--- config.mk ---
export PLATFORM = sky130hd
export DESIGN_NAME = rgbf_ctrl
export DESIGN_NICKNAME = d
export VERILOG_FILES = /design/src/hw/rtl/rgbf_pkg.sv /design/src/hw/rtl/rgbf_ctrl.sv
export SDC_FILE = /design/constraint.sdc
export NUM_CORES = 1
export LEC_CHECK = 0
export BUFFER_PORTS_ARGS = -buffer_cell sky130_fd_sc_hd__buf_2
export CELL_PAD_IN_SITES_DETAIL_PLACEMENT = 0
export CELL_PAD_IN_SITES_GLOBAL_PLACEMENT = 2
export CORE_MARGIN = 5
export CORE_UTILIZATION = 24
export CTS_CLUSTER_DIAMETER = 60
export DETAILED_ROUTE_END_ITERATION = 6
export GPL_ROUTABILITY_DRIVEN = 1
export PLACE_DENSITY = 0.8
export SLEW_MARGIN = 40
export SYNTH_ARGS = -nofsm -noshare
export SYNTH_HDL_FRONTEND = slang
export SYNTH_SLANG_ARGS = --single-unit
--- constraint.sdc ---
create_clock -name clk -period 1.4 [get_ports clk]
set_input_delay 0.14 -clock clk [delete_from_list [all_inputs] [get_ports clk]]
set_output_delay 0.14 -clock clk [all_outputs]
set_load 0.005 [all_outputs]
--- src/hw/rtl/rgbf_pkg.sv ---
// package with shared types and constants for the rgb 3x3 filter
`timescale 1ns / 1ps
`default_nettype none
package rgbf_pkg;

  localparam int MAX_SIDE   = 1024;
  localparam int POS_W      = $clog2(MAX_SIDE);
  localparam int SIDE_W     = POS_W + 1;
  localparam int PIX_W      = 24;
  localparam int CH_W       = 8;
  localparam int WIN_N      = 9;
  localparam int IDX_W      = 4;
  localparam int SUM_W      = 14;
  localparam int DVD_W      = 12;
  localparam int INT_W      = 10;
  localparam int MIN_SIDE   = 3;
  localparam int CENTER_WEIGHT = 9;
  localparam int CHANNEL_MAX   = 255;

  typedef enum logic [1:0] {
    REG_KERNEL = 2'd0,
    REG_DIVISOR = 2'd1,
    REG_EXTREMUM = 2'd2,
    REG_SIDE = 2'd3
  } reg_idx_t;

  typedef enum logic [3:0] {
    ST_IDLE,
    ST_LINE,
    ST_DECIDE,
    ST_MINMAX,
    ST_XSUB,
    ST_DIVL,
    ST_DIV,
    ST_FIN,
    ST_EMIT_F,
    ST_EMIT_B
  } state_t;

  typedef struct packed {
    logic              kernel_mode;
    logic [CH_W-1:0]   divisor;
    logic              extremum_enable;
    logic [SIDE_W-1:0] side;
    logic              side_write;
  } cfg_t;

  typedef struct packed {
    logic             rd;
    logic             shift;
    logic             sum;
    logic             mm_step;
    logic [IDX_W-1:0] mm_idx;
    logic             xsub;
    logic             div_load;
    logic             div_step;
    logic             load_f;
    logic             load_b;
    logic             advance;
  } cmd_t;

  typedef struct packed {
    logic interior;
    logic border;
    logic ext_en;
  } status_t;

endpackage
`default_nettype wire

--- src/hw/rtl/rgbf_ctrl.sv ---
// controller state machine sequencing one pixel at a time
`timescale 1ns / 1ps
`default_nettype none
module rgbf_ctrl (
  input  wire logic          clk,
  input  wire logic          rst,
  input  rgbf_pkg::status_t  status,
  input  wire logic          in_valid,
  output logic               in_ready,
  output logic               out_valid,
  input  wire logic          out_ready,
  output rgbf_pkg::cmd_t     cmd
);
  rgbf_pkg::state_t             state;
  rgbf_pkg::state_t             state_next;
  logic [rgbf_pkg::IDX_W-1:0]   cnt;
  logic [rgbf_pkg::IDX_W-1:0]   cnt_next;

  always_ff @(posedge clk) begin
    if (rst) begin
      state <= rgbf_pkg::ST_IDLE;
      cnt <= '0;
    end else begin
      state <= state_next;
      cnt <= cnt_next;
    end
  end

  always_comb begin
    state_next = state;
    cnt_next = cnt;
    cmd = '0;
    cmd.mm_idx = cnt;
    in_ready = 1'b0;
    out_valid = 1'b0;
    unique case (state)
      rgbf_pkg::ST_IDLE: begin
        in_ready = 1'b1;
        if (in_valid) begin
          cmd.rd = 1'b1;
          state_next = rgbf_pkg::ST_LINE;
        end
      end
      rgbf_pkg::ST_LINE: begin
        cmd.shift = 1'b1;
        state_next = rgbf_pkg::ST_DECIDE;
      end
      rgbf_pkg::ST_DECIDE: begin
        cmd.sum = 1'b1;
        cnt_next = '0;
        if (status.interior) begin
          state_next = status.ext_en ? rgbf_pkg::ST_MINMAX : rgbf_pkg::ST_DIVL;
        end else if (status.border) begin
          cmd.load_b = 1'b1;
          state_next = rgbf_pkg::ST_EMIT_B;
        end else begin
          cmd.advance = 1'b1;
          state_next = rgbf_pkg::ST_IDLE;
        end
      end
      rgbf_pkg::ST_MINMAX: begin
        cmd.mm_step = 1'b1;
        cnt_next = cnt + 1'b1;
        if (cnt == rgbf_pkg::IDX_W'(rgbf_pkg::WIN_N - 1))
          state_next = rgbf_pkg::ST_XSUB;
      end
      rgbf_pkg::ST_XSUB: begin
        cmd.xsub = 1'b1;
        state_next = rgbf_pkg::ST_DIVL;
      end
      rgbf_pkg::ST_DIVL: begin
        cmd.div_load = 1'b1;
        cnt_next = '0;
        state_next = rgbf_pkg::ST_DIV;
      end
      rgbf_pkg::ST_DIV: begin
        cmd.div_step = 1'b1;
        cnt_next = cnt + 1'b1;
        if (cnt == rgbf_pkg::IDX_W'(rgbf_pkg::DVD_W - 1))
          state_next = rgbf_pkg::ST_FIN;
      end
      rgbf_pkg::ST_FIN: begin
        cmd.load_f = 1'b1;
        state_next = rgbf_pkg::ST_EMIT_F;
      end
      rgbf_pkg::ST_EMIT_F: begin
        out_valid = 1'b1;
        if (out_ready) begin
          if (status.border) begin
            cmd.load_b = 1'b1;
            state_next = rgbf_pkg::ST_EMIT_B;
          end else begin
            cmd.advance = 1'b1;
            state_next = rgbf_pkg::ST_IDLE;
          end
        end
      end
      rgbf_pkg::ST_EMIT_B: begin
        out_valid = 1'b1;
        if (out_ready) begin
          cmd.advance = 1'b1;
          state_next = rgbf_pkg::ST_IDLE;
        end
      end
      default: state_next = rgbf_pkg::ST_IDLE;
    endcase
  end
endmodule
`default_nettype wire

==> results of run 1 <==
-- worst paths after layout --
check / startpoint / endpoint / slack, ns
setup / recovery: state[3] / cmd[0] / -0.14
hold / removal: rst / state[0] / 0.17
setup reg to reg: cnt[1] / state[0] / -0.04
hold reg to reg: cnt[3] / cnt[3] / 0.53
-- kinds of logic after synthesis --
group                      after synthesis  share of synthesized area [%]
and+or+nand+nor                         38                          33.10
muxes                                    2                          2.862
DFF                                      8                          22.90
buffers and inverters                   11                          8.586
adders and majority gates                2                          3.577
AOI/OAI and AO/OA                       24                          27.73
xor gates and xnor gates                 1                          1.252
-- cell type report --
class	count	area, um^2	share of cell area, %
flip-flops and latches	8	172.7	15.11
clock buffers	3	22.52	1.972
multi-input cells	67	581.8	50.93
repair buffers	45	307.8	26.94
inverters	5	18.77	1.643
well taps	31	38.79	3.395
-- flip-flops by register name (all words and copies together), names as in the netlist --
register,flops
cnt,4
state,4
-- power by group --
group	switching, mW	internal [mW]	leakage (nW)
Sequential	0.0488	0.276	0.0682
Combinational	0.477	0.500	0.406
Clock	0.0841	0.0985	0.0138
-- cells in the mapped netlist, drive strengths merged --
master   number
and2          1
a21boi        1
nor3b         1
inv           5
dfxtp         8
o21ai         3
ha            2
nor4          1
o22ai         1
buf           6
a22oi         1
a211oi        1
nand4b        1
o21ba         1
a221oi        1
nand3         1
a41oi         1
mux2i         2
nand3b        2
or2           2
o21bai        1
xnor2         1
o32ai         1
nor2b         4
a21oi         9
a2bb2oi       1
o211ai        1
a31oi         1
or3           2
nor2          7
and3b         1
nor3          6
nand2b        5
nand2         4
-- through the flow --
| step | total power, mW | instances | TNS (ns) | setup WS [ns] | util (%) |
|---|---|---|---|---|---|
| global placement | 1.073 | 149 | -0.01988 | -0.01988 | 33.42 |
| global route | 1.600 | 159 | -1.079 | -0.2552 | 41.07 |
| detailed placement | 1.077 | 149 | -0.05018 | -0.02629 | 33.42 |
| floorplan | 0.8185 | 86 | 0 | 0.01063 | - |
| finish | 1.484 | 159 | -0.3678 | -0.1412 | 41.07 |
| CTS | 1.366 | 157 | -0.5391 | -0.1510 | 37.52 |
-- layout by cell type, fill, tap and decap left out, drive strengths merged, types with 4 or more instances in the layout --
cell	n
a21oi	9
buf	45
dfxtp	8
inv	5
nand2	4
nand2b	5
nor2	7
nor2b	4
nor3	6
-- per-layer routing --
layer	global-route usage, %	vias to the layer above
met1	12.42	380
met4	4.156	0
met5	0	-
met3	3.678	2
met2	19.85	24
li1	-	392
-- what timing repair did --
item,4_1_cts,5_1_grt
resized for setup,17,18
gates cloned,0,0
hold buffers,0,0
setup buffers,5,2
pin swaps,6,5
setup endpoints to repair,9,18
==> flow_summary.toml, run 1 <==
[setup_path]
timing.setup.critical_path_class = "reg -> out"
timing.critical_path.depth = 4
timing.critical_path.slowest_stage_cell = "sky130_fd_sc_hd__or3_4"
cp_cell_sequence = "nand2b_4, or3_4, a221oi_2, buf_2"
timing.critical_path.required_ns = 1.26
maximum_fanout_count_along_the_critical_path = 2
critical_path.n_buffers_inverters = 1
worst_r2r_path_depth = 7
cp_data_arrival_time_ns = 1.40
startpoint_type = "register"
path_delay_family = "simple AND/OR/NAND/NOR gates"
cp_slowest_stage_delay_ns = 0.33
worstSetupEndpointType = "primary output"

[synth]
netlist_top_cells_area = "sky130_fd_sc_hd__dfxtp_1 (23%), sky130_fd_sc_hd__a21oi_1 (5.0%), sky130_fd_sc_hd__o32ai_4 (3.9%)"
synthesis.area_per_instance_um2 = 8.133
synth_top_area_share_pct = 22.90
syn-num-nets = 95
synth-seq-cells = 8
synthesis.area_um2 = 699.4
yosys.area.top_type = "sky130_fd_sc_hd__dfxtp_1"
ys.warnings.count = 0
synthesis.instances = 86
yosys.cell_types.count = 42
synth_sequential_area_ratio_pct = 22.90

[place]
postPlaceCellArea_um2 = 929.6
gpl.final_weighted_congestion = 0.7789
io_buffers = 22
dp_hpwl_um = 1655

[sta]
hold_viol_final = 0
finalSetupViolCount = 5
maxClockFrequency_mhz = 648.9
fin_worst_skew_ns = 0.003152
tightest_slew_margin_relative_to_the_limit_pct = 82.19
rsz0062_at_grt = "yes"
timing.final.crit_period_ns = 1.541
final.hold.worst_slack_ns = 0.1715
finalWorstSetupSlack_ns = -0.1412
fin_crit_sh_pct = 110.1
final-max-slew-violation-count = 0
worst-slew-pin-transition_ns = 0.2671

[floorplanning]
floorplan.initialDensity_pct = 25.15
core_area_um2 = 2781
floorplan.die.width_um = 63.99
chipHeight_um = 63.99
die_area_um2 = 4094
row_count = 19
top_level_ports = 23

[clock_tree]
tritoncts = "yes"
clk_pin_slew_ns = 0.06
cts-buffers-inserted = 3
cts_root_buffer = "sky130_fd_sc_hd__clkbuf_4"
clkLatencyLatePin_ns = 0.25
clock_tree.htree_level_count = 1
clock_tree.buffer_depth = 2
number_of_sinks_handled_by_clock_tree_synthesis = 8

[cells_and_area]
insertedDiodeCount = 0
post_route_cells_drive_above_1_share_pct = 64.84
count_of_nets_after_finishing = 139
area_growth_syn_to_layout_pct = 63.33
postLayoutCellArea_um2 = 1142
number_of_filler_cells_placed_in_the_layout = 297

[worst_hold_path]
min_path_cells = 2
hold_path_class = "in -> reg"

[route]
wl_met1_um = 973
met2RoutedLength_um = 1203
detail-route-antenna-nets = 0
vias = 798
top_layer = "met4"
wl_met3_um = 154
drt_iter0_markers = 21
detail_route.wl_per_cell_um = 14.70
dr.pass1.iters = 4
routed_via_density = 5.019
route.final.wire_length_um = 2337
drc = 0

[global_route]
first_global_vias = 861
grt_pass1_wl_um = 3781
gr-total-overflow = 0
antenna_found_initial = 0
grt_usage_pct = 11.25
grt_max_degree = 9

[pwr]
powerDensity_nw_per_um2 = 1299
peakVddDrop_uv = 600.9
p_leak_nw = 0.4884

[flow_run]
maxCapViolCount = 0

[outcome]
violations = "negative setup slack"
outcome = "finished, violations left"
(Power assumes the default switching activity.)
==> inputs of run 2 (changes only) <==
Settings changed: CORE_ASPECT_RATIO set to 1.1, SKIP_LAST_GASP set to 1.
==> flow_summary.toml, run 2 (same netlist as run 1, synthesis figures left out) <==
[cells_and_area]
final_cell_mix = "sky130_fd_sc_hd__buf_2 (22), sky130_fd_sc_hd__buf_4 (18), sky130_fd_sc_hd__dfxtp_2 (6)"
most_common_cell_after_layout_fill_and_taps_aside = "sky130_fd_sc_hd__buf_2"
count_of_nets_after_finishing = 135
area_growth_syn_to_layout_pct = 53.13
postLayoutCellArea_um2 = 1071
post_route_cells_drive_above_1_share_pct = 59.68
insertedDiodeCount = 0
biggestRegsByFlops = "cnt (4), state (4)"

[route]
detail-route-antenna-nets = 0
drc = 0
drt_iter0_markers = 13
routed_via_density = 4.822
route.final.wire_length_um = 2101
detail_route.wl_per_cell_um = 13.38
vias = 757
dr.pass1.iters = 2

[sta]
fin_crit_sh_pct = 114.1
worst-slew-pin-transition_ns = 0.2767
timing.final.crit_period_ns = 1.597
fin_worst_skew_ns = 0.009338
hold_viol_final = 0
final.hold.worst_slack_ns = 0.1653
rsz0062_at_grt = "yes"
final-max-slew-violation-count = 0
maxClockFrequency_mhz = 626.2
tightest_slew_margin_relative_to_the_limit_pct = 81.56
finalWorstSetupSlack_ns = -0.1970
finalSetupViolCount = 5

[global_route]
gr-total-overflow = 0
first_global_vias = 755
grt_max_degree = 10
antenna_found_initial = 0
grt_usage_pct = 10.95
grt_pass1_wl_um = 3394

[floorplanning]
core_area_um2 = 2778
floorplan.initialDensity_pct = 25.18
die_area_um2 = 4095
chipHeight_um = 66.62
floorplan.die.width_um = 61.47
top_level_ports = 23
row_count = 20

[place]
postPlaceCellArea_um2 = 924.6
gpl.final_weighted_congestion = 0.7420
io_buffers = 22
dp_hpwl_um = 1581

[flow_run]
maxCapViolCount = 0

[clock_tree]
clock_tree.buffer_depth = 2
clkLatencyLatePin_ns = 0.26
cts_root_buffer = "sky130_fd_sc_hd__clkbuf_4"
clk_pin_slew_ns = 0.06
cts-buffers-inserted = 3
number_of_sinks_handled_by_clock_tree_synthesis = 8
clock_tree.htree_level_count = 1
tritoncts = "yes"

[setup_path]
startpoint_type = "register"
worstSetupEndpointType = "primary output"
cp_cell_sequence = "nand2b_4, or3_4, a221oi_2, buf_2"
maximum_fanout_count_along_the_critical_path = 5
cp_data_arrival_time_ns = 1.46
timing.critical_path.slowest_stage_cell = "sky130_fd_sc_hd__dfxtp_2"
timing.setup.critical_path_class = "reg -> out"
timing.critical_path.required_ns = 1.26
cp_slowest_stage_delay_ns = 0.34

[pwr]
internal_power_uw = 821.8
powerDensity_nw_per_um2 = 1308
peakVddDrop_uv = 709.9
sequentialPowerShare_pct = 23.5
p_switching_uw = 578.9
share_clk_of_total_power_pct = 13.1
power.share.combinational_pct = 63.4
power.share.switching_pct = 41.33
p_leak_nw = 0.4586

[outcome]
outcome = "finished, violations left"
violations = "negative setup slack"

[worst_hold_path]
hold_path_class = "in -> reg"
## run 2: cell count changes in the layout (fill, tap and decap cells not counted), sizes merged
| cell | delta |
|---|---|
| buf | -4 |
## run 2: power by group through the flow
stage | Sequential [mW] | Combinational, mW | Clock, mW
after floorplan | 0.307 | 0.512 | 0
after global placement | 0.324 | 0.728 | 0
after detailed placement | 0.321 | 0.736 | 0
after CTS | 0.325 | 0.813 | 0.189
after global routing | 0.338 | 0.976 | 0.195
final | 0.329 | 0.889 | 0.184
## run 2: layer usage
layer / track usage, % / wire (um)
met1: 13.90 / 933
met5: 0 / 0
met2: 18.65 / 990
met3: 1.744 / 170
met4: 3.183 / 6
## run 2: through the flow
stage	util (%)	instances	setup TNS [ns]	power, mW	setup WS (ns)
floorplan	-	86	0	0.8185	0.01063
global placement	33.29	150	-0.1043	1.052	-0.06733
finish	38.56	157	-0.4318	1.401	-0.1970
detailed placement	33.29	150	-0.1367	1.057	-0.07144
global route	38.56	157	-1.125	1.509	-0.2552
CTS	36.58	156	-0.5228	1.327	-0.1972
## run 2: area by class of cell
type                            count  area (um^2)
Timing Repair Buffer               41        256.5
Clock buffer                        3        22.52
Tap cell                           33        41.29
Multi-Input combinational cell     67        564.3
Inverter                            5        18.77
Sequential cell                     8        167.7
Fill cell                         294         1707
## run 2: final timing paths
path	startpoint	to	slack, ns	cells after the start
worst max-delay path	state[3]	cmd[0]	-0.20	4
worst min-delay path	rst	cnt[2]	0.17	2
worst max register to register	cnt[1]	state[0]	-0.04	7
worst min register to register	cnt[3]	cnt[3]	0.53	1
## run 2: repair_timing
action                                  CTS  global route
gates resized for setup                  14            10
pin swaps                                 4             3
hold buffers                              0             0
gates cloned                              0             0
endpoints found under the setup margin   10            17
buffers inserted                          3             1
## run 2: critical path, delay by kind of cell (launching register included)
kind | cells | cell delay, ns
flops | 1 | 0.34
compound gates | 1 | 0.24
buf+inv | 1 | 0.15
simple gates | 2 | 0.47
