==> src/hw/rtl/rgbf_pkg.sv <==
// package with shared types and constants for the rgb 3x3 filter
`timescale 1ns / 1ps
`default_nettype none
package rgbf_pkg;

  localparam int MAX_SIDE   = 1024;
  localparam int POS_W      = $clog2(MAX_SIDE);
  localparam int SIDE_W     = POS_W + 1;
  localparam int PIX_W      = 24;
  localparam int CH_W       = 8;
  localparam int WIN_N      = 9;
  localparam int IDX_W      = 4;
  localparam int SUM_W      = 14;
  localparam int DVD_W      = 12;
  localparam int INT_W      = 10;
  localparam int MIN_SIDE   = 3;
  localparam int CENTER_WEIGHT = 9;
  localparam int CHANNEL_MAX   = 255;

  typedef enum logic [1:0] {
    REG_KERNEL = 2'd0,
    REG_DIVISOR = 2'd1,
    REG_EXTREMUM = 2'd2,
    REG_SIDE = 2'd3
  } reg_idx_t;

  typedef enum logic [3:0] {
    ST_IDLE,
    ST_LINE,
    ST_DECIDE,
    ST_MINMAX,
    ST_XSUB,
    ST_DIVL,
    ST_DIV,
    ST_FIN,
    ST_EMIT_F,
    ST_EMIT_B
  } state_t;

  typedef struct packed {
    logic              kernel_mode;
    logic [CH_W-1:0]   divisor;
    logic              extremum_enable;
    logic [SIDE_W-1:0] side;
    logic              side_write;
  } cfg_t;

  typedef struct packed {
    logic             rd;
    logic             shift;
    logic             sum;
    logic             mm_step;
    logic [IDX_W-1:0] mm_idx;
    logic             xsub;
    logic             div_load;
    logic             div_step;
    logic             load_f;
    logic             load_b;
    logic             advance;
  } cmd_t;

  typedef struct packed {
    logic interior;
    logic border;
    logic ext_en;
  } status_t;

endpackage
`default_nettype wire

==> src/hw/rtl/rgbf_regs.sv <==
// apb configuration registers
`timescale 1ns / 1ps
`default_nettype none
module rgbf_regs (
  input  wire logic        clk,
  input  wire logic        rst,
  input  wire logic        psel,
  input  wire logic        penable,
  input  wire logic        pwrite,
  input  wire logic [3:0]  paddr,
  input  wire logic [31:0] pwdata,
  output logic [31:0]      prdata,
  output logic             pready,
  output rgbf_pkg::cfg_t   cfg
);
  logic                                kernel_mode;
  logic [rgbf_pkg::CH_W-1:0]           divisor;
  logic                                extremum_enable;
  logic [rgbf_pkg::SIDE_W-1:0]         image_side;
  logic                                wr;
  rgbf_pkg::reg_idx_t                  idx;

  assign pready = 1'b1;
  assign wr = psel & penable & pwrite;
  assign idx = rgbf_pkg::reg_idx_t'(paddr[3:2]);

  always_ff @(posedge clk) begin
    if (rst) begin
      kernel_mode <= 1'b0;
      divisor <= rgbf_pkg::CH_W'(9);
      extremum_enable <= 1'b0;
      image_side <= rgbf_pkg::SIDE_W'(rgbf_pkg::MAX_SIDE);
    end else if (wr) begin
      unique case (idx)
        rgbf_pkg::REG_KERNEL:   kernel_mode <= pwdata[0];
        rgbf_pkg::REG_DIVISOR:  divisor <= pwdata[rgbf_pkg::CH_W-1:0];
        rgbf_pkg::REG_EXTREMUM: extremum_enable <= pwdata[0];
        rgbf_pkg::REG_SIDE:     image_side <= pwdata[rgbf_pkg::SIDE_W-1:0];
        default: ;
      endcase
    end
  end

  always_comb begin
    prdata = '0;
    unique case (idx)
      rgbf_pkg::REG_KERNEL:   prdata[0] = kernel_mode;
      rgbf_pkg::REG_DIVISOR:  prdata[rgbf_pkg::CH_W-1:0] = divisor;
      rgbf_pkg::REG_EXTREMUM: prdata[0] = extremum_enable;
      rgbf_pkg::REG_SIDE:     prdata[rgbf_pkg::SIDE_W-1:0] = image_side;
      default: ;
    endcase
  end

  always_comb begin
    cfg.kernel_mode = kernel_mode;
    cfg.divisor = (divisor == '0) ? rgbf_pkg::CH_W'(1) : divisor;
    cfg.extremum_enable = extremum_enable;
    if (image_side < rgbf_pkg::SIDE_W'(rgbf_pkg::MIN_SIDE))
      cfg.side = rgbf_pkg::SIDE_W'(rgbf_pkg::MIN_SIDE);
    else if (image_side > rgbf_pkg::SIDE_W'(rgbf_pkg::MAX_SIDE))
      cfg.side = rgbf_pkg::SIDE_W'(rgbf_pkg::MAX_SIDE);
    else
      cfg.side = image_side;
    cfg.side_write = wr && (idx == rgbf_pkg::REG_SIDE);
  end
endmodule
`default_nettype wire

==> config.mk <==
export PLATFORM = sky130hd
export DESIGN_NAME = rgbf_regs
export DESIGN_NICKNAME = d
export VERILOG_FILES = /design/src/hw/rtl/rgbf_pkg.sv /design/src/hw/rtl/rgbf_regs.sv
export SDC_FILE = /design/constraint.sdc
export NUM_CORES = 1
export LEC_CHECK = 0
export BUFFER_PORTS_ARGS = -buffer_cell sky130_fd_sc_hd__buf_2
export CELL_PAD_IN_SITES_DETAIL_PLACEMENT = 1
export CELL_PAD_IN_SITES_GLOBAL_PLACEMENT = 2
export CORE_AREA = 2 2 82 84
export DETAILED_ROUTE_END_ITERATION = 8
export DIE_AREA = 0 0 84 86
export GPL_ROUTABILITY_DRIVEN = 0
export PLACE_DENSITY_LB_ADDON = 0.1
export SETUP_SLACK_MARGIN = 0.1
export SYNTH_ARGS = -nofsm -noshare
export SYNTH_HDL_FRONTEND = slang
export SYNTH_SLANG_ARGS = --single-unit
==> constraint.sdc <==
create_clock -name clk -period 2.05 [get_ports clk]
set_input_delay 0 -clock clk [delete_from_list [all_inputs] [get_ports clk]]
set_output_delay 0 -clock clk [all_outputs]
set_load 0.02 [all_outputs]
==> summary.md, run 1 <==
| Metric | Value |
|---|---|
| Mapped Avg Cell Area | `8.891 um^2` |
| Util after Layout | `0.2643` |
| CTS H-Tree Depth | `1` |
| RSZ-0062 raised after global routing | `false` |
| Die Y-Extent | `86 um` |
| CP required | `2.05 ns` |
| Clock sink count | `21` |
| Worst path bufs/invs | `1` |
| Syn-to-layout area delta | `15.91%` |
| Mux contribution to synthesized area | `0.2115` |
| Drt total wl | `3.766 mm` |
| Grt ovf | `0` |
| Nets | `239` |
| Critical path peak fanout | `4` |
| Startpoint Class | `register` |
| Cell variety after synth | `21` |
| GR Layer Usage met3 | `0.01636` |
| Top delay family on crit path | `simple AND/OR/NAND/NOR gates` |
| Met2 Use GR | `0.1738` |
| Worst setup path class | `reg -> out` |
| First-pass GRT wire length | `5.940 mm` |
| Vias post-DR | `1111` |
| 1st-iter DRT viols | `20` |
| DP HPWL | `2.887 mm` |
| Worst-Skew Late Latency | `0.26 ns` |
| DR WL/cell | `13.74 um` |
| Static leakage | `0.7915 nW` |
| Path type of the worst min-delay path | `in -> reg` |
| Leading cell type in the layout, fill and taps excluded | `buf_2` |
| Layout cells sized above 1 | `0.2995` |
| Max Cap Violations | `0` |
| Synth Area in Compound Gates | `0.01224` |
| Global Route Usage Sum | `0.1042` |
| CTS max path bufs | `2` |
| Crit path cell chain | `nor4_1, a21oi_1, nor2_1, buf_2` |
| Pre-antenna DRT Iters | `4` |
| Post-route DRC | `0` |
| Smallest hold slack | `0.01382 ns` |
| Status | `finished, final reports clean` |
| Row cnt | `29` |
| Via density | `4.055` |
| Port Buf Inserts | `50` |
| Max-slew violation count | `0` |
| CP Capture Type | `output pin` |
| Clock tree from TritonCTS | `done` |
| Synthesis Warnings | `0` |
| CP max stage cell | `nor4_1` |
| Min cycle time layout | `1.537 ns` |
| Critical Path Max Stage Delay | `0.48 ns` |
| Critical path arrival | `1.54 ns` |
| Final hold vios | `0` |
| Fraction of the mapped netlist area in adder cells | `0` |
| Maximum clock rate | `650.5 MHz` |
| Post-Synth Simple-Gate Area | `0.2902` |
| Fin crit share | `0.7499` |
| Antenna Cells | `0` |
| Initial antenna violation count | `0` |
| Resize count post-CTS | `0` |
| Clock transition at path regs | `0.08 ns` |
| Commonest non-fill, non-tap cells in the layout | `buf_2 (50), mux2i_1 (28), nand2b_1 (28)` |
| Starting Density | `0.2280` |
| Post-route setup TNS | `0 ns` |
| Power per Cell Area | `506.4 nW/um^2` |
| I/O pins | `96` |
| Die width | `84 um` |
| Post-DRT Antenna Nets | `0` |
| Syn Std Cell Area | `1431 um^2` |
| Layer carrying the most global-route usage | `met2` |
| Post-Synth XOR/XNOR Area | `0` |
| Sequential fraction of the synthesis area | `0.2937` |
| Die area | `7224 um^2` |
| #FFs+latches synth | `21` |
| CORE AREA | `6277 um^2` |
| Clock Skews | `0 ns` |
| Peak supply drop | `0.0001816 V` |
| Vias in the first global route | `1117` |
| # setup viols final | `0` |
| Syn Inst Count | `161` |
| Clock root cell | `clkbuf_8` |
| Largest family of logic cells by synthesized area | `simple AND/OR/NAND/NOR gates` |
| Pin count of the biggest net entering global routing | `35` |
| GR met1 Demand/Resource | `0.1341` |
| Final Power | `0.8401 mW` |
| CTS Buf Count | `3` |
-- cells by family after synthesis --
group                  after synthesis
other                                2
AND/OR/NAND/NOR                     65
AO/OA/AOI/OAI                        3
multiplexers                        29
buffers and inverters               41
flip-flops                          21
-- state kept, by name (all words and copies together), names as in the netlist --
register and count:
divisor 8, extremum_enable 1, image_side 11, kernel_mode 1
-- area by class of cell --
cell class                 count  area [um^2]
timing repair buffer          52        270.3
inverter                       1        8.758
sequential                    21        420.4
tap                           77        96.34
multi-input combinational    119        818.3
clock buffer                   4        45.04
fill                         771         4618
-- synthesized netlist by cell type (all sizes together) --
library cell,count,share of area
a21o,1,0.0052
a21oi,2,0.0070
and3,4,0.018
buf,27,0.15
clkbuf,13,0.034
conb,2,0.0052
dfxtp,21,0.29
inv,1,0.0061
mux2i,28,0.20
mux4,1,0.016
nand2b,28,0.12
nand3,2,0.019
nand3b,2,0.010
nor2,8,0.021
nor2b,15,0.066
nor3,2,0.0070
nor3b,1,0.013
nor4,3,0.013
-- final timing paths --
kind / startpoint / endpoint / slack (ns) / cells after the start
min: pwdata[3] / image_side[3] / 0.01 / 3
max reg2reg: image_side[10] / image_side[10] / 1.15 / 2
min reg2reg: kernel_mode / kernel_mode / 0.49 / 2
max: image_side[2] / cfg[2] / 0.51 / 4
-- worst reg2reg max path, delay by kind of cell (launching register included) --
| kind | cells | cell delay (ns) |
|---|---|---|
| muxes | 1 | 0.13 |
| DFF | 1 | 0.61 |
| and+or+nand+nor | 1 | 0.09 |
-- where the power goes --
group	total, mW	leakage (nW)	switching (mW)	internal, mW
Sequential	0.419	0.170	0.00604	0.413
Clock	0.276	0.0228	0.138	0.139
Combinational	0.145	0.599	0.0944	0.0505
-- metrics by stage --
| stage | cell area, um^2 | std cells | setup WS (ns) |
|---|---|---|---|
| 2_1_floorplan | 1506 | 181 | 1.021 |
| 3_3_place_gp | 1594 | 268 | 0.8315 |
| 3_5_place_dp | 1594 | 268 | 0.8048 |
| 4_1_cts | 1659 | 274 | 0.5003 |
| 5_1_grt | 1659 | 274 | 0.3721 |
| 6_report | 1659 | 274 | 0.5127 |
-- timing repair --
action,CTS,global route
endpoints found under the hold margin,2,0
hold buffers,2,0
buffers inserted,0,0
-- per-layer routing --
metal  up-vias  part of all wire
met5         -                 0
met3         5             0.055
met2        41              0.48
met1       513              0.45
li1        552                 -
met4         0             0.017
Note: power is estimated with default switching activity, not from simulation.
==> run 2, diff against run 1 <==
--- a/config.mk
+++ b/config.mk
@@ -8,9 +8,9 @@
 export BUFFER_PORTS_ARGS = -buffer_cell sky130_fd_sc_hd__buf_2
 export CELL_PAD_IN_SITES_DETAIL_PLACEMENT = 1
 export CELL_PAD_IN_SITES_GLOBAL_PLACEMENT = 2
-export CORE_AREA = 2 2 82 84
+export CORE_AREA = 2 2 88 90
 export DETAILED_ROUTE_END_ITERATION = 8
-export DIE_AREA = 0 0 84 86
+export DIE_AREA = 0 0 90 92
 export GPL_ROUTABILITY_DRIVEN = 0
 export PLACE_DENSITY_LB_ADDON = 0.1
 export SETUP_SLACK_MARGIN = 0.1
==> constraint.sdc (replaced) <==
create_clock -name clk -period 1.2 [get_ports clk]
set_input_delay 0 -clock clk [delete_from_list [all_inputs] [get_ports clk]]
set_output_delay 0 -clock clk [all_outputs]
set_load 0.02 [all_outputs]
==> summary.md, run 2 (same netlist as run 1, synthesis figures left out) <==
| Metric | Value |
|---|---|
| Util after Layout | `0.2730` |
| Peak supply drop | `0.0003530 V` |
| Instance area at placement | `1700 um^2` |
| Static leakage | `0.9264 nW` |
| Via density | `3.743` |
| Min cycle time layout | `1.306 ns` |
| CP max stage cell | `dfxtp_2` |
| Syn-to-layout area delta | `42.05%` |
| Worst setup path class | `reg -> out` |
| Max-slew violation count | `0` |
| Commonest non-fill, non-tap cells in the layout | `buf_2 (36), mux2i_1 (28), nand2b_1 (28)` |
| Post-route DRC | `0` |
| Starting Density | `0.1922` |
| Clock tree from TritonCTS | `done` |
| Worst setup margin | `-0.1063 ns` |
| Path type of the worst min-delay path | `in -> reg` |
| Fillers | `910` |
| Pin count of the biggest net entering global routing | `34` |
| Antenna Cells | `0` |
| Clock Skews | `0 ns` |
| Number of flip-flops in the largest register | `11` |
| Fin cells | `319` |
| Reg2reg start | `divisor[3]` |
| Critical path arrival | `1.31 ns` |
| Clock root cell | `clkbuf_8` |
| Failing checks | `negative setup slack` |
| Drt total wl | `4.091 mm` |
| CTS Buf Count | `3` |
| Port Buf Inserts | `50` |
| Clock transition at path regs | `0.08 ns` |
| Initial antenna violation count | `0` |
| Grt ovf | `0` |
| Worst R2R Setup Slack | `0.32 ns` |
| Row cnt | `32` |
| CTS max path bufs | `2` |
| CP Capture Type | `output pin` |
| 1st-iter DRT viols | `15` |
| Maximum clock rate | `765.5 MHz` |
| Global Route Usage Sum | `0.09798` |
| R2R Path End | `divisor[3]` |
| Clock sink count | `21` |
| Largest Register | `image_side` |
| Die Y-Extent | `92 um` |
| Setup crit end | `cfg[2]` |
| Final instance area | `2033 um^2` |
| Final hold vios | `0` |
| Power per Cell Area | `725.3 nW/um^2` |
| R2r worst-path depth | `4` |
| Leading cell type in the layout, fill and taps excluded | `buf_2` |
| I/O pins | `96` |
| First-pass GRT wire length | `6.458 mm` |
| DP Cell Count | `303` |
| Pre-antenna DRT Iters | `4` |
| Vias in the first global route | `1269` |
| CP required | `1.20 ns` |
| DR WL/cell | `12.82 um` |
| Nets | `259` |
| Startpoint Class | `register` |
| Worst Hold Launch | `pwdata[8]` |
| Die area | `8280 um^2` |
| Critical Path Max Stage Delay | `0.35 ns` |
| Critical path peak fanout | `4` |
| Layout cells sized above 1 | `0.5253` |
| Crit path cell chain | `nor4_4, a21oi_2, nor2_2, buf_6` |
| Fin crit share | `1.089` |
| DP HPWL | `3.112 mm` |
| Worst-Skew Late Latency | `0.26 ns` |
| # setup viols final | `3` |
| Regs by FF count | `image_side: 11 flops, divisor: 8 flops` |
| CORE AREA | `7447 um^2` |
| Die width | `90 um` |
| Max Cap Violations | `0` |
| Post-DRT Antenna Nets | `0` |
| Vias post-DR | `1194` |
| Critical Path Start | `image_side[9]` |
| RSZ-0062 raised after global routing | `true` |
| Status | `finished, violations left` |
| CTS H-Tree Depth | `1` |
-- run 2: per-layer routing --
metal / wire length, um / share of wire / GRT usage
met3: 216 / 0.053 / 0.01726
met2: 2045 / 0.50 / 0.1767
met4: 36 / 0.0088 / 0.03077
met1: 1792 / 0.44 / 0.1183
met5: 0 / 0 / 0
-- run 2: critical path: cells and delay by family, from the launching register on --
family                 cells  cell delay, ns
flip-flops                 1            0.35
AO/OA/AOI/OAI              1            0.10
AND/OR/NAND/NOR            2            0.46
buffers and inverters      1            0.13
-- run 2: per-stage QoR --
stage	setup TNS (ns)	setup WS [ns]	hold WS, ns	power [mW]
after floorplan	0	0.1707	0.1553	0.9738
after CTS	-0.3612	-0.1791	0.002428	1.509
final	-0.2174	-0.1063	0.008548	1.475
after detailed placement	0	0.02603	0.2685	0.9927
after global placement	0	0.05345	0.2703	0.9923
after global routing	-0.4636	-0.1870	0.006527	1.563
-- run 2: power by group --
group	total (mW)	internal, mW	switching [mW]
sequential	0.710	0.699	0.0111
clock	0.478	0.232	0.246
combinational	0.287	0.115	0.172
total	1.47	1.05	0.429
-- run 2: how the worst min path moves through the flow --
stage | to | slack (ns) | cells after the start
final | image_side[8] | 0.009 | 3
after global routing | divisor[0] | 0.007 | 3
after CTS | divisor[0] | 0.002 | 3
after detailed placement | image_side[10] | 0.27 | 3
after global placement | image_side[10] | 0.27 | 3
after floorplan | image_side[3] | 0.16 | 2
-- run 2: layout make-up --
type                    instances  area (um^2)  share of cell area
clock inverters                 1        5.005            0.002462
inverters                       1        8.758            0.004308
flip-flops and latches         21        455.4              0.2240
repair buffers                 72        496.7              0.2443
multi-input cells             119        898.4              0.4418
clock buffers                   3        41.29             0.02031
well taps                     102        127.6             0.06277
-- run 2: repair_timing --
item	4_1_cts	5_1_grt
resized for setup	40	28
hold buffers	2	0
hold endpoints to repair	2	0
buffers inserted	5	6
pin swaps	9	4
setup endpoints to repair	15	17
==> run 3, diff against run 2 <==
--- a/config.mk
+++ b/config.mk
@@ -14,6 +14,7 @@
 export GPL_ROUTABILITY_DRIVEN = 0
 export PLACE_DENSITY_LB_ADDON = 0.1
 export SETUP_SLACK_MARGIN = 0.1
+export SKIP_CTS_REPAIR_TIMING = 1
 export SYNTH_ARGS = -nofsm -noshare
 export SYNTH_HDL_FRONTEND = slang
 export SYNTH_SLANG_ARGS = --single-unit
==> summary.md, run 3 (same netlist as run 1, synthesis figures left out) <==
| Metric | Value |
|---|---|
| Path type of the worst min-delay path | `in -> reg` |
| Clock tree from TritonCTS | `done` |
| GR met1 Demand/Resource | `0.1172` |
| CTS H-Tree Depth | `1` |
| Peak supply drop | `0.0003628 V` |
| Number of flip-flops in the largest register | `11` |
| I/O pins | `96` |
| DP Worst Slack | `0.02603 ns` |
| Die Y-Extent | `92 um` |
| Clock Skews | `0 ns` |
| DP HPWL | `3.112 mm` |
| Syn-to-layout area delta | `37.33%` |
| Power per Cell Area | `750.1 nW/um^2` |
| Global Route Usage Sum | `0.09691` |
| CP max stage cell | `dfxtp_2` |
| Final Power | `1.474 mW` |
| Largest Register | `image_side` |
| Starting Density | `0.1922` |
| Met2 Use GR | `0.1723` |
| Port Buf Inserts | `50` |
| Max-slew violation count | `0` |
| CP Capture Type | `output pin` |
| Drt total wl | `4.055 mm` |
| CTS Buf Count | `3` |
| Post-route DRC | `0` |
| Post-DRT Antenna Nets | `0` |
| Clock root cell | `clkbuf_8` |
| CP required | `1.20 ns` |
| Pre-antenna DRT Iters | `4` |
| Clock sink count | `21` |
| Min cycle time layout | `1.339 ns` |
| Fillers | `901` |
| Grt ovf | `0` |
| GR Layer Usage met3 | `0.01972` |
| Die area | `8280 um^2` |
| DR WL/cell | `12.91 um` |
| Critical path arrival | `1.34 ns` |
| Vias post-DR | `1192` |
| Worst setup path class | `reg -> out` |
| Layout cells sized above 1 | `0.5142` |
| Commonest non-fill, non-tap cells in the layout | `buf_2 (34), mux2i_1 (28), nand2b_1 (28)` |
| Clk pwr share | `0.329` |
| First-pass GRT wire length | `6.389 mm` |
| Sequential share of power | `0.481` |
| Die width | `90 um` |
| Fin crit share | `1.116` |
| Worst R2R Setup Slack | `0.38 ns` |
| 1st-iter DRT viols | `14` |
| Initial antenna violation count | `0` |
| Max Cap Violations | `0` |
| Area of the multi-input gates | `884.6 um^2` |
| Pin count of the biggest net entering global routing | `34` |
| Nets | `254` |
| Sw frac | `0.2949` |
| CTS max path bufs | `2` |
| Failing checks | `negative hold slack, negative setup slack` |
| Status | `finished, violations left` |
| Critical path peak fanout | `4` |
| Static leakage | `0.8950 nW` |
| Worst-Skew Late Latency | `0.27 ns` |
| Internal Power | `1.040 mW` |
| Leading cell type in the layout, fill and taps excluded | `buf_2` |
| Instance area at placement | `1700 um^2` |
| Final hold vios | `1` |
| Via density | `3.796` |
| Regs by FF count | `image_side: 11 flops, divisor: 8 flops` |
| Worst setup margin | `-0.1386 ns` |
| Final instance area | `1966 um^2` |
| Crit path cell chain | `nor4_4, a21oi_2, nor2_1, buf_4` |
| Smallest hold slack | `-0.004962 ns` |
| Startpoint Class | `register` |
| Layer carrying the most global-route usage | `met2` |
| Maximum clock rate | `747.0 MHz` |
| CORE AREA | `7447 um^2` |
| Switching power | `0.4348 mW` |
| Antenna Cells | `0` |
| RSZ-0062 raised after global routing | `true` |
| Critical Path Max Stage Delay | `0.35 ns` |
| Row cnt | `32` |
| Clock transition at path regs | `0.08 ns` |
| Comb power frac | `0.190` |
| Vias in the first global route | `1248` |
| # setup viols final | `3` |
| Seq. cell area | `454.2 um^2` |
-- run 3: cell types whose count changed in the layout (fill, tap and decap cells not counted), sizes merged --
cell         previous run  this run
dlygate4sd3             2         0
buf                    70        67
-- run 3: per-layer routing --
layer  up-vias  share of wire
met2        40           0.51
met5         -              0
met1       574           0.43
met4         0         0.0089
li1        576              -
met3         2          0.051
-- run 3: path summary, 6_finish.rpt --
kind                   from              to  cells past startpoint
max           image_side[9]          cfg[1]                      4
min              pwdata[10]  image_side[10]                      3
max reg2reg  image_side[10]  image_side[10]                      3
min reg2reg     kernel_mode     kernel_mode                      2
-- run 3: cell type report --
| cell class | instances | share of cell area |
|---|---|---|
| clock buffers | 3 | 0.02101 |
| clock inverters | 1 | 0.002546 |
| inverters | 1 | 0.004456 |
| multi-input cells | 119 | 0.4500 |
| flip-flops and latches | 21 | 0.2311 |
| well taps | 102 | 0.06493 |
| repair buffers | 67 | 0.2260 |
-- run 3: metrics by stage --
step | hold WS (ns) | std cells | util | setup TNS (ns)
floorplan | 0.1553 | 181 | - | 0
global placement | 0.2703 | 303 | 0.2283 | 0
detailed placement | 0.2685 | 303 | 0.2283 | 0
CTS | -0.007405 | 307 | 0.2345 | -0.6929
global route | 0.003738 | 314 | 0.2639 | -0.5373
finish | -0.004962 | 314 | 0.2639 | -0.2884
-- run 3: power groups by stage --
stage	Clock (mW)	Combinational, mW	Sequential [mW]
after floorplan	0	0.246	0.728
after global placement	0	0.261	0.731
after detailed placement	0	0.261	0.731
after CTS	0.510	0.262	0.715
after global routing	0.538	0.302	0.711
final	0.485	0.280	0.709
-- run 3: critical path: cells and delay by family, from the launching register on --
family	cells	cell delay, ns
AO/OA/AOI/OAI	1	0.09
buffers and inverters	1	0.16
flip-flops	1	0.35
AND/OR/NAND/NOR	2	0.48
